==> config.mk <==
export PLATFORM = sky130hd
export DESIGN_NAME = multi_voice_pcm_mixer_flat
export DESIGN_NICKNAME = d
export VERILOG_FILES = /design/src/rtl/mvpm_pkg.sv /design/src/rtl/mvpm_if.sv /design/src/rtl/multi_voice_pcm_mixer.sv /design/src/rtl/mvpm_voice_table.sv /design/src/rtl/mvpm_lane.sv /design/src/rtl/mvpm_merge.sv /design/src/flat_wrapper.sv
export SDC_FILE = /design/constraint.sdc
export NUM_CORES = 2
export LEC_CHECK = 0
export ABC_AREA = 1
export BUFFER_PORTS_ARGS = -buffer_cell sky130_fd_sc_hd__buf_2
export CAP_MARGIN = 5
export CORE_ASPECT_RATIO = 0.75
export CORE_MARGIN = 5
export CORE_UTILIZATION = 25
export CTS_CLUSTER_DIAMETER = 50
export DETAILED_ROUTE_END_ITERATION = 16
export PLACE_DENSITY = 0.39
export SYNTH_ARGS = -nofsm -noshare
export SYNTH_HDL_FRONTEND = slang
export SYNTH_SLANG_ARGS = --single-unit
==> constraint.sdc <==
create_clock -name clock -period 8 [get_ports clock]
set_input_delay 0.8 -clock clock [delete_from_list [all_inputs] [get_ports clock]]
set_output_delay 0.8 -clock clock [all_outputs]
set_load 0.005 [all_outputs]
==> src/rtl/mvpm_pkg.sv <==
package mvpm_pkg;

   localparam int MAX_VOICES = 4;

   localparam int CMD_W     = 3;
   localparam int ID_W      = 16;
   localparam int GAIN_W    = 16;
   localparam int SAMPLE_W  = 16;
   localparam int GAIN_FRAC = 12;
   localparam int PRODUCT_W = SAMPLE_W + GAIN_W;

   localparam int SAMPLES_W = SAMPLE_W * MAX_VOICES;

   localparam logic [GAIN_W-1:0] UNITY_GAIN = GAIN_W'(1 << GAIN_FRAC);

   localparam logic [CMD_W-1:0] CMD_MIX        = 3'd0;
   localparam logic [CMD_W-1:0] CMD_PLAY       = 3'd1;
   localparam logic [CMD_W-1:0] CMD_STOP       = 3'd2;
   localparam logic [CMD_W-1:0] CMD_SET_VOLUME = 3'd3;
   localparam logic [CMD_W-1:0] CMD_QUERY      = 3'd4;

   localparam logic VOICE_IDLE = 1'b0;
   localparam logic VOICE_LIVE = 1'b1;

   typedef struct packed {
      logic status;
      logic playing;
   } reply_type;

endpackage

==> src/rtl/mvpm_if.sv <==
interface mvpm_req_if;
   logic                                valid;
   logic                                ready;
   logic [mvpm_pkg::CMD_W-1:0]          cmd;
   logic [mvpm_pkg::ID_W-1:0]           sound_id;
   logic [mvpm_pkg::GAIN_W-1:0]         volume;
   logic [mvpm_pkg::SAMPLES_W-1:0]      voice_samples;
   logic [mvpm_pkg::MAX_VOICES-1:0]     voice_ended;

   modport source (
      output valid, cmd, sound_id, volume, voice_samples, voice_ended,
      input  ready
   );
   modport sink (
      input  valid, cmd, sound_id, volume, voice_samples, voice_ended,
      output ready
   );
endinterface

interface mvpm_rsp_if;
   logic                                valid;
   logic                                ready;
   logic signed [mvpm_pkg::SAMPLE_W-1:0] mixed_sample;
   logic                                status;
   logic                                sound_playing;

   modport source (
      output valid, mixed_sample, status, sound_playing,
      input  ready
   );
   modport sink (
      input  valid, mixed_sample, status, sound_playing,
      output ready
   );
endinterface

==> src/rtl/multi_voice_pcm_mixer.sv <==
// Lane multiply registers, then truncate-and-sum merge output register.
// Throughput: one item per cycle while the output is not stalled.
// Voice table updates in the transfer cycle, so the next item sees it at once.
// Reset (synchronous, active high): all slots empty and stopped, gains unity,
// pipeline and output emptied.
module multi_voice_pcm_mixer #(
   parameter int VOICES = mvpm_pkg::MAX_VOICES
) (
   input  logic      clock,
   input  logic      reset,
   mvpm_req_if.sink  req_bus,
   mvpm_rsp_if.source rsp_bus
);

   logic                                   req_fire;
   logic                                   s1_load;
   logic                                   s2_load;
   logic                                   s1_valid_ff;
   logic                                   rsp_valid_ff;
   logic [VOICES-1:0]                      lane_enable;
   logic [mvpm_pkg::GAIN_W-1:0]            gain [VOICES];
   logic signed [mvpm_pkg::PRODUCT_W-1:0]  product [VOICES];
   mvpm_pkg::reply_type                    reply;
   mvpm_pkg::reply_type                    reply_s1_ff;
   mvpm_pkg::reply_type                    reply_out;
   logic signed [mvpm_pkg::SAMPLE_W-1:0]   mixed_out;

   // Output register advances when empty or being taken; stage one advances
   // when empty or when it can drain into the output register.
   assign s2_load       = !rsp_valid_ff || rsp_bus.ready;
   assign s1_load       = !s1_valid_ff || s2_load;
   assign req_bus.ready = s1_load;
   assign req_fire      = req_bus.valid && s1_load;

   mvpm_voice_table #(.VOICES(VOICES)) u_table (
      .clock       (clock),
      .reset       (reset),
      .fire        (req_fire),
      .cmd         (req_bus.cmd),
      .sound_id    (req_bus.sound_id),
      .volume      (req_bus.volume),
      .voice_ended (req_bus.voice_ended[VOICES-1:0]),
      .lane_enable (lane_enable),
      .gain        (gain),
      .reply       (reply)
   );

   // one multiplier per voice
   for (genvar g = 0; g < VOICES; g++) begin : g_lane
      mvpm_lane u_lane (
         .clock      (clock),
         .load       (s1_load),
         .enable     (lane_enable[g]),
         .sample     ($signed(req_bus.voice_samples[g*mvpm_pkg::SAMPLE_W +: mvpm_pkg::SAMPLE_W])),
         .gain       (gain[g]),
         .product_ff (product[g])
      );
   end

   // hold the status and query answer alongside the lane products
   always_ff @(posedge clock) begin
      if (s1_load) reply_s1_ff <= reply;
   end

   always_ff @(posedge clock) begin
      if (reset) begin
         s1_valid_ff  <= 1'b0;
         rsp_valid_ff <= 1'b0;
      end else begin
         if (s1_load) s1_valid_ff  <= req_fire;
         if (s2_load) rsp_valid_ff <= s1_valid_ff;
      end
   end

   mvpm_merge #(.VOICES(VOICES)) u_merge (
      .clock    (clock),
      .load     (s2_load && s1_valid_ff),
      .product  (product),
      .reply    (reply_s1_ff),
      .mixed_ff (mixed_out),
      .reply_ff (reply_out)
   );

   assign rsp_bus.valid         = rsp_valid_ff;
   assign rsp_bus.mixed_sample  = mixed_out;
   assign rsp_bus.status        = reply_out.status;
   assign rsp_bus.sound_playing = reply_out.playing;

   // a failed play is never a mix or a query
   a_status_alone: assert property (@(posedge clock) disable iff (reset)
      rsp_valid_ff && reply_out.status |-> (mixed_out == '0) && !reply_out.playing)
      else $error("status set together with other result fields");

   // every transfer in lands in stage one
   a_fire_fills_s1: assert property (@(posedge clock) disable iff (reset)
      req_fire |=> s1_valid_ff)
      else $error("transfer lost before stage one");

   // the output only fills from an occupied stage one
   a_rsp_from_s1: assert property (@(posedge clock) disable iff (reset)
      $rose(rsp_valid_ff) |-> $past(s1_valid_ff))
      else $error("result appeared without an item in stage one");

   // a stalled output freezes stage one when stage one is occupied
   a_stall_holds: assert property (@(posedge clock) disable iff (reset)
      rsp_valid_ff && !rsp_bus.ready && s1_valid_ff |-> !req_bus.ready)
      else $error("input taken while both stages are full and stalled");

endmodule

==> src/rtl/mvpm_voice_table.sv <==
module mvpm_voice_table #(
   parameter int VOICES = mvpm_pkg::MAX_VOICES
) (
   input  logic                               clock,
   input  logic                               reset,
   input  logic                               fire,
   input  logic [mvpm_pkg::CMD_W-1:0]         cmd,
   input  logic [mvpm_pkg::ID_W-1:0]          sound_id,
   input  logic [mvpm_pkg::GAIN_W-1:0]        volume,
   input  logic [VOICES-1:0]                  voice_ended,
   output logic [VOICES-1:0]                  lane_enable,
   output logic [mvpm_pkg::GAIN_W-1:0]        gain [VOICES],
   output mvpm_pkg::reply_type                reply
);

   logic [mvpm_pkg::ID_W-1:0]   sound_ff [VOICES];
   logic [mvpm_pkg::ID_W-1:0]   sound_in [VOICES];
   logic [mvpm_pkg::GAIN_W-1:0] gain_ff  [VOICES];
   logic [mvpm_pkg::GAIN_W-1:0] gain_in  [VOICES];
   logic [VOICES-1:0]           active_ff;
   logic [VOICES-1:0]           active_in;

   logic [VOICES-1:0] match;
   logic [VOICES-1:0] match_first;
   logic [VOICES-1:0] stopped;
   logic [VOICES-1:0] stopped_first;
   logic [VOICES-1:0] play_sel;

   // id zero never matches a slot
   always_comb begin
      for (int i = 0; i < VOICES; i++) begin
         match[i] = (sound_id != '0) && (sound_ff[i] == sound_id);
      end
   end

   // lowest set bit, one-hot
   assign match_first   = match & (~match + VOICES'(1));
   assign stopped       = ~active_ff;
   assign stopped_first = stopped & (~stopped + VOICES'(1));
   assign play_sel      = (|match) ? match_first : stopped_first;

   always_comb begin
      sound_in    = sound_ff;
      gain_in     = gain_ff;
      active_in   = active_ff;
      lane_enable = '0;
      reply       = '0;
      unique case (cmd)
         mvpm_pkg::CMD_MIX: begin
            lane_enable = active_ff & ~voice_ended;
            for (int i = 0; i < VOICES; i++) begin
               if (active_ff[i] && voice_ended[i]) begin
                  active_in[i] = mvpm_pkg::VOICE_IDLE;
                  sound_in[i]  = '0;
               end
            end
         end
         mvpm_pkg::CMD_PLAY: begin
            if (stopped == '0) begin
               reply.status = 1'b1;
            end else begin
               for (int i = 0; i < VOICES; i++) begin
                  if (play_sel[i]) begin
                     sound_in[i]  = sound_id;
                     active_in[i] = mvpm_pkg::VOICE_LIVE;
                  end
               end
            end
         end
         mvpm_pkg::CMD_STOP: begin
            for (int i = 0; i < VOICES; i++) begin
               if (match_first[i]) active_in[i] = mvpm_pkg::VOICE_IDLE;
            end
         end
         mvpm_pkg::CMD_SET_VOLUME: begin
            for (int i = 0; i < VOICES; i++) begin
               if (match_first[i]) gain_in[i] = volume;
            end
         end
         mvpm_pkg::CMD_QUERY: begin
            reply.playing = |(match_first & active_ff);
         end
         default: begin
         end
      endcase
   end

   always_ff @(posedge clock) begin
      if (reset) begin
         active_ff <= '0;
         for (int i = 0; i < VOICES; i++) begin
            sound_ff[i] <= '0;
            gain_ff[i]  <= mvpm_pkg::UNITY_GAIN;
         end
      end else if (fire) begin
         active_ff <= active_in;
         sound_ff  <= sound_in;
         gain_ff   <= gain_in;
      end
   end

   assign gain = gain_ff;

endmodule

==> src/rtl/mvpm_lane.sv <==
module mvpm_lane (
   input  logic                                   clock,
   input  logic                                   load,
   input  logic                                   enable,
   input  logic signed [mvpm_pkg::SAMPLE_W-1:0]   sample,
   input  logic [mvpm_pkg::GAIN_W-1:0]            gain,
   output logic signed [mvpm_pkg::PRODUCT_W-1:0]  product_ff
);

   logic signed [mvpm_pkg::PRODUCT_W:0]   product_wide;
   logic signed [mvpm_pkg::PRODUCT_W-1:0] product_in;

   // signed sample times unsigned gain; the exact product fits 32 bits
   assign product_wide = sample * $signed({1'b0, gain});
   assign product_in   = enable ? product_wide[mvpm_pkg::PRODUCT_W-1:0] : '0;

   always_ff @(posedge clock) begin
      if (load) product_ff <= product_in;
   end

endmodule

==> src/rtl/mvpm_merge.sv <==
module mvpm_merge #(
   parameter int VOICES = mvpm_pkg::MAX_VOICES
) (
   input  logic                                   clock,
   input  logic                                   load,
   input  logic signed [mvpm_pkg::PRODUCT_W-1:0]  product [VOICES],
   input  mvpm_pkg::reply_type                    reply,
   output logic signed [mvpm_pkg::SAMPLE_W-1:0]   mixed_ff,
   output mvpm_pkg::reply_type                    reply_ff
);

   localparam logic signed [mvpm_pkg::PRODUCT_W-1:0] ROUND_BIAS =
      mvpm_pkg::PRODUCT_W'((1 << mvpm_pkg::GAIN_FRAC) - 1);

   logic [mvpm_pkg::SAMPLE_W-1:0] mixed_in;

   // bias negative products so the shift truncates toward zero; sum wraps
   always_comb begin
      logic signed [mvpm_pkg::PRODUCT_W-1:0] biased;
      mixed_in = '0;
      for (int i = 0; i < VOICES; i++) begin
         biased   = product[i] + (product[i][mvpm_pkg::PRODUCT_W-1] ? ROUND_BIAS : '0);
         mixed_in = mixed_in + biased[mvpm_pkg::GAIN_FRAC +: mvpm_pkg::SAMPLE_W];
      end
   end

   always_ff @(posedge clock) begin
      if (load) begin
         mixed_ff <= $signed(mixed_in);
         reply_ff <= reply;
      end
   end

endmodule
==> src/flat_wrapper.sv <==
// flat-port wrapper written by rule: the top's interface ports become plain ports
module multi_voice_pcm_mixer_flat 
#(
   parameter int VOICES = mvpm_pkg::MAX_VOICES
)
  (clock, reset, req_bus_valid, req_bus_cmd, req_bus_sound_id, req_bus_volume, req_bus_voice_samples, req_bus_voice_ended, req_bus_ready, rsp_bus_valid, rsp_bus_mixed_sample, rsp_bus_status, rsp_bus_sound_playing, rsp_bus_ready);
  mvpm_req_if req_bus_i ();
  mvpm_rsp_if rsp_bus_i ();
  input  logic clock;
  input  logic reset;
  input wire logic [$bits(req_bus_i.valid)-1:0] req_bus_valid;
  input wire logic [$bits(req_bus_i.cmd)-1:0] req_bus_cmd;
  input wire logic [$bits(req_bus_i.sound_id)-1:0] req_bus_sound_id;
  input wire logic [$bits(req_bus_i.volume)-1:0] req_bus_volume;
  input wire logic [$bits(req_bus_i.voice_samples)-1:0] req_bus_voice_samples;
  input wire logic [$bits(req_bus_i.voice_ended)-1:0] req_bus_voice_ended;
  output wire logic [$bits(req_bus_i.ready)-1:0] req_bus_ready;
  output wire logic [$bits(rsp_bus_i.valid)-1:0] rsp_bus_valid;
  output wire logic [$bits(rsp_bus_i.mixed_sample)-1:0] rsp_bus_mixed_sample;
  output wire logic [$bits(rsp_bus_i.status)-1:0] rsp_bus_status;
  output wire logic [$bits(rsp_bus_i.sound_playing)-1:0] rsp_bus_sound_playing;
  input wire logic [$bits(rsp_bus_i.ready)-1:0] rsp_bus_ready;
  assign req_bus_i.valid = req_bus_valid;
  assign req_bus_i.cmd = req_bus_cmd;
  assign req_bus_i.sound_id = req_bus_sound_id;
  assign req_bus_i.volume = req_bus_volume;
  assign req_bus_i.voice_samples = req_bus_voice_samples;
  assign req_bus_i.voice_ended = req_bus_voice_ended;
  assign req_bus_ready = req_bus_i.ready;
  assign rsp_bus_valid = rsp_bus_i.valid;
  assign rsp_bus_mixed_sample = rsp_bus_i.mixed_sample;
  assign rsp_bus_status = rsp_bus_i.status;
  assign rsp_bus_sound_playing = rsp_bus_i.sound_playing;
  assign rsp_bus_i.ready = rsp_bus_ready;
  multi_voice_pcm_mixer #(.VOICES(VOICES)) u_core (.clock(clock), .reset(reset), .req_bus(req_bus_i), .rsp_bus(rsp_bus_i));
endmodule
==> flow_metrics.env <==
export IMPL_initial_utilization_pct=25.12
export IMPL_die_h_um=400.7
export IMPL_slowest_stage="dfxtp_1"
export IMPL_crit_chain="nand2_1 -> fa_1 -> inv_1 -> fa_1 -> fa_1 -> fa_1 -> fa_1 -> inv_1 -> fa_1 -> inv_1 -> ha_1 -> nand2_1 -> nor2_1 -> nand2_1 -> o311ai_0 -> nand2_1 -> nand2_1 -> o21ai_0 -> a21oi_1"
export IMPL_dieArea_sq_um=212700
export IMPL_ys_async_sr_fraction_pct=0
export IMPL_max_freq_mhz=149.5
export IMPL_grt_max_degree=62
export IMPL_drv_cap=0
export IMPL_post_dp_hpwl_um=132900
export IMPL_vias_per_cell=4.283
export IMPL_cts_sinks=270
export IMPL_ios=127
export IMPL_rrSetupSlack_ps=1310
export IMPL_cp_max_fo=17
export IMPL_finalHoldViolCount=0
export IMPL_required_ps=8470
export IMPL_design_area_sq_um=55840
export IMPL_fin_tns_setup_ps=0
export IMPL_syn_area_sq_um=50870
export IMPL_timing_final_crit_share_pct=83.64
export IMPL_worstHoldPathCells=0
export IMPL_ys_ff_latch=270
export IMPL_antenna_found_initial=17
export IMPL_path_delay_family="adder cells"
export IMPL_first_pass_iters=5
export IMPL_post_cts_setup_buffers=0
export IMPL_clk_latency_ps=630
export IMPL_status="completed"
export IMPL_cts_max_level=2
export IMPL_gp_congestion=0.8217
export IMPL_synth_top_area_share_pct=31.72
export IMPL_synth_edf_count=136
export IMPL_hp_class="reg2reg"
export IMPL_synth_top_area_cell="fa_1"
export IMPL_drive_above_1_share_pct=5.251
export IMPL_yosysWarnings=0
export IMPL_cpPeakStageDelay_ps=1010
export IMPL_placed_cell_area_sq_um=54120
export IMPL_io_buffers=126
export IMPL_track_usage_pct=15.44
export IMPL_cts_resized=0
export IMPL_grt_ovfl_total=0
export IMPL_fillCellCount=22270
export IMPL_drc_errors=0
export IMPL_core_area_sq_um=202500
export IMPL_path_clk_slew_ps=50
export IMPL_dpl_worst_slack_ps=1012
export IMPL_path_depth=19
export IMPL_wire_per_inst_um=17.29
export IMPL_vias=40230
export IMPL_fin_crit_ps=6691
export IMPL_path_common_cell="fa_1"
export IMPL_yosysUniqueCellTypes=56
export IMPL_start_kind="flop"
export IMPL_setup_violations=0
export IMPL_tritoncts="yes"
export IMPL_syn2layout_area_growth_pct=9.772
export IMPL_synthTopCellsByArea="fa_1 32%, inv_1 13%, ha_1 13%"
export IMPL_syn_inst=6731
export IMPL_rsz0062_at_grt="false"
export IMPL_die_x_um=530.9
export IMPL_ys_seq_area_share_pct=13.30
export IMPL_total_power_mw=4.777
export IMPL_powerDensity_nw_per_um2=85.56
export IMPL_cts_root_buffer="clkbuf_16"
export IMPL_worstPathArrival_ps=7160
export IMPL_fp_row_count=143
export IMPL_hold_buffers=0
export IMPL_p_leak_nw=31.28
export IMPL_cts_path_max_buffers=3
export IMPL_setup_slack_ps=1309
export IMPL_fin_skew_ps=36.48
export IMPL_cts_inserted_buffers=49
export IMPL_postRouteAntennaNets=0
export IMPL_synth_main_ff_cell="edfxtp_1"
export IMPL_cp_num_buf_inv=3
export IMPL_synthesis_nets=8171
export IMPL_grt_pass1_wl_um=254500
export IMPL_avgSynthCellArea_sq_um=7.557
export IMPL_critPathKind="reg2reg"
export IMPL_cp_end_kind="flop"
export IMPL_drt_iter0_markers=2666
export IMPL_grt_pass1_vias=41940
export IMPL_detail_route_wirelength_um=162400
export IMPL_final_nets=8103
export IMPL_slew_violations=0
export IMPL_ir_worst_vdd_uv=129.4
export IMPL_rr_worst_depth=19
export IMPL_tightestPinTransition_ps=1094
export IMPL_slew_headroom_pct=26.94
==> state kept, by name (all words and copies together) (netlist names) <==
register and count:
u_core.u_table.sound_ff 64, u_core.u_merge.mixed_ff 16, u_core.rsp_bus.valid 1, u_core.u_merge.reply_ff 2, u_core.u_table.gain 64, u_core.g_lane.u_lane.product_ff 116, u_core.u_table.active_ff 4, u_core.s1_valid_ff 1
u_core.reply_s1_ff 2
==> routing by layer <==
| metal | vias up | track usage [%] | wire, um |
|---|---|---|---|
| li1 | 19690 | - | - |
| met1 | 19670 | 23.97 | 83880 |
| met2 | 724 | 23.06 | 68390 |
| met3 | 143 | 1.663 | 6936 |
| met4 | 2 | 2.867 | 3195 |
| met5 | - | 0 | 13 |
==> final cells by class <==
class	instances	area (sq um)	area share, %
flip-flops and latches	270	6766	12.12
repair buffers	183	1071	1.918
multi-input cells	4356	36150	64.74
inverters	1803	6773	12.13
well taps	2682	3356	6.010
clock inverters	30	331.6	0.5938
diodes	6	15.01	0.02689
clock buffers	61	1374	2.460
==> synthesized netlist by cell type (2+ instances only) <==
| master | number |
|---|---|
| nand2_2 | 9 |
| and2_1 | 3 |
| o21a_1 | 28 |
| o211ai_1 | 7 |
| nand2_4 | 4 |
| buf_4 | 3 |
| nor2_4 | 3 |
| a211oi_1 | 2 |
| edfxtp_1 | 136 |
| a31oi_1 | 7 |
| nand3_2 | 3 |
| nand3_4 | 5 |
| clkbuf_1 | 272 |
| dfxtp_1 | 134 |
| a31o_2 | 2 |
| a21boi_0 | 6 |
| nand3_1 | 104 |
| buf_6 | 7 |
| inv_1 | 1781 |
| xnor2_1 | 36 |
| a21o_1 | 7 |
| nor3_2 | 2 |
| nor3_1 | 36 |
| nand2_1 | 1656 |
| nor2_2 | 5 |
| buf_1 | 8 |
| inv_2 | 20 |
| o21ai_0 | 188 |
| o21ai_1 | 8 |
| a21oi_1 | 301 |
| or2_2 | 17 |
| nand4_1 | 71 |
| nand3b_1 | 7 |
| ha_1 | 527 |
| nor2_1 | 416 |
| fa_1 | 806 |
| o21bai_1 | 6 |
| o31ai_1 | 2 |
| nor4_1 | 8 |
| nor3b_1 | 7 |
| xor2_1 | 56 |
| buf_2 | 11 |
==> where the power goes <==
group / total, mW / leakage (nW) / switching (mW) / internal [mW]
Combinational: 1.10 / 27.7 / 0.751 / 0.346
Clock: 2.18 / 0.832 / 0.839 / 1.34
Sequential: 1.50 / 2.70 / 0.0239 / 1.48
==> cell families after synthesis <==
| kind of cell | share of synthesized area, % |
|---|---|
| flip-flops | 13.30 |
| XOR/XNOR | 1.584 |
| AO/OA/AOI/OAI | 6.016 |
| buffers and inverters | 15.70 |
| adder cells (fa/ha/maj) | 44.68 |
| AND/OR/NAND/NOR | 18.72 |
==> placed cells by master, fill, tap and decap left out, types with 71 or more instances in the layout <==
| cell type | count |
|---|---|
| nand3_1 | 103 |
| o21ai_0 | 188 |
| inv_1 | 1780 |
| nor2_1 | 414 |
| nand4_1 | 71 |
| dfxtp_1 | 134 |
| a21oi_1 | 300 |
| nand2_1 | 1656 |
| edfxtp_1 | 136 |
| buf_2 | 126 |
| ha_1 | 527 |
| fa_1 | 806 |
==> stage by stage <==
stage	hold WS, ps	cells	utilization (%)
floorplan	400.3	6731	-
finish	418.3	9391	27.57
CTS	417.8	9385	27.56
global route	425.4	9387	27.56
detailed placement	411.1	9294	26.72
global placement	409.2	9294	26.72
==> path summary, 6_finish.rpt <==
path | from | endpoint
worst min-delay path | u_core.reply_s1_ff[1] | u_core.u_merge.reply_ff[1]
worst max register to register | u_core.u_table.gain[27] | u_core.g_lane[2].u_lane.product_ff[24]
worst min register to register | u_core.reply_s1_ff[1] | u_core.u_merge.reply_ff[1]
worst max-delay path | u_core.u_table.gain[27] | u_core.g_lane[2].u_lane.product_ff[24]
Power figures use the tool's default switching activity.
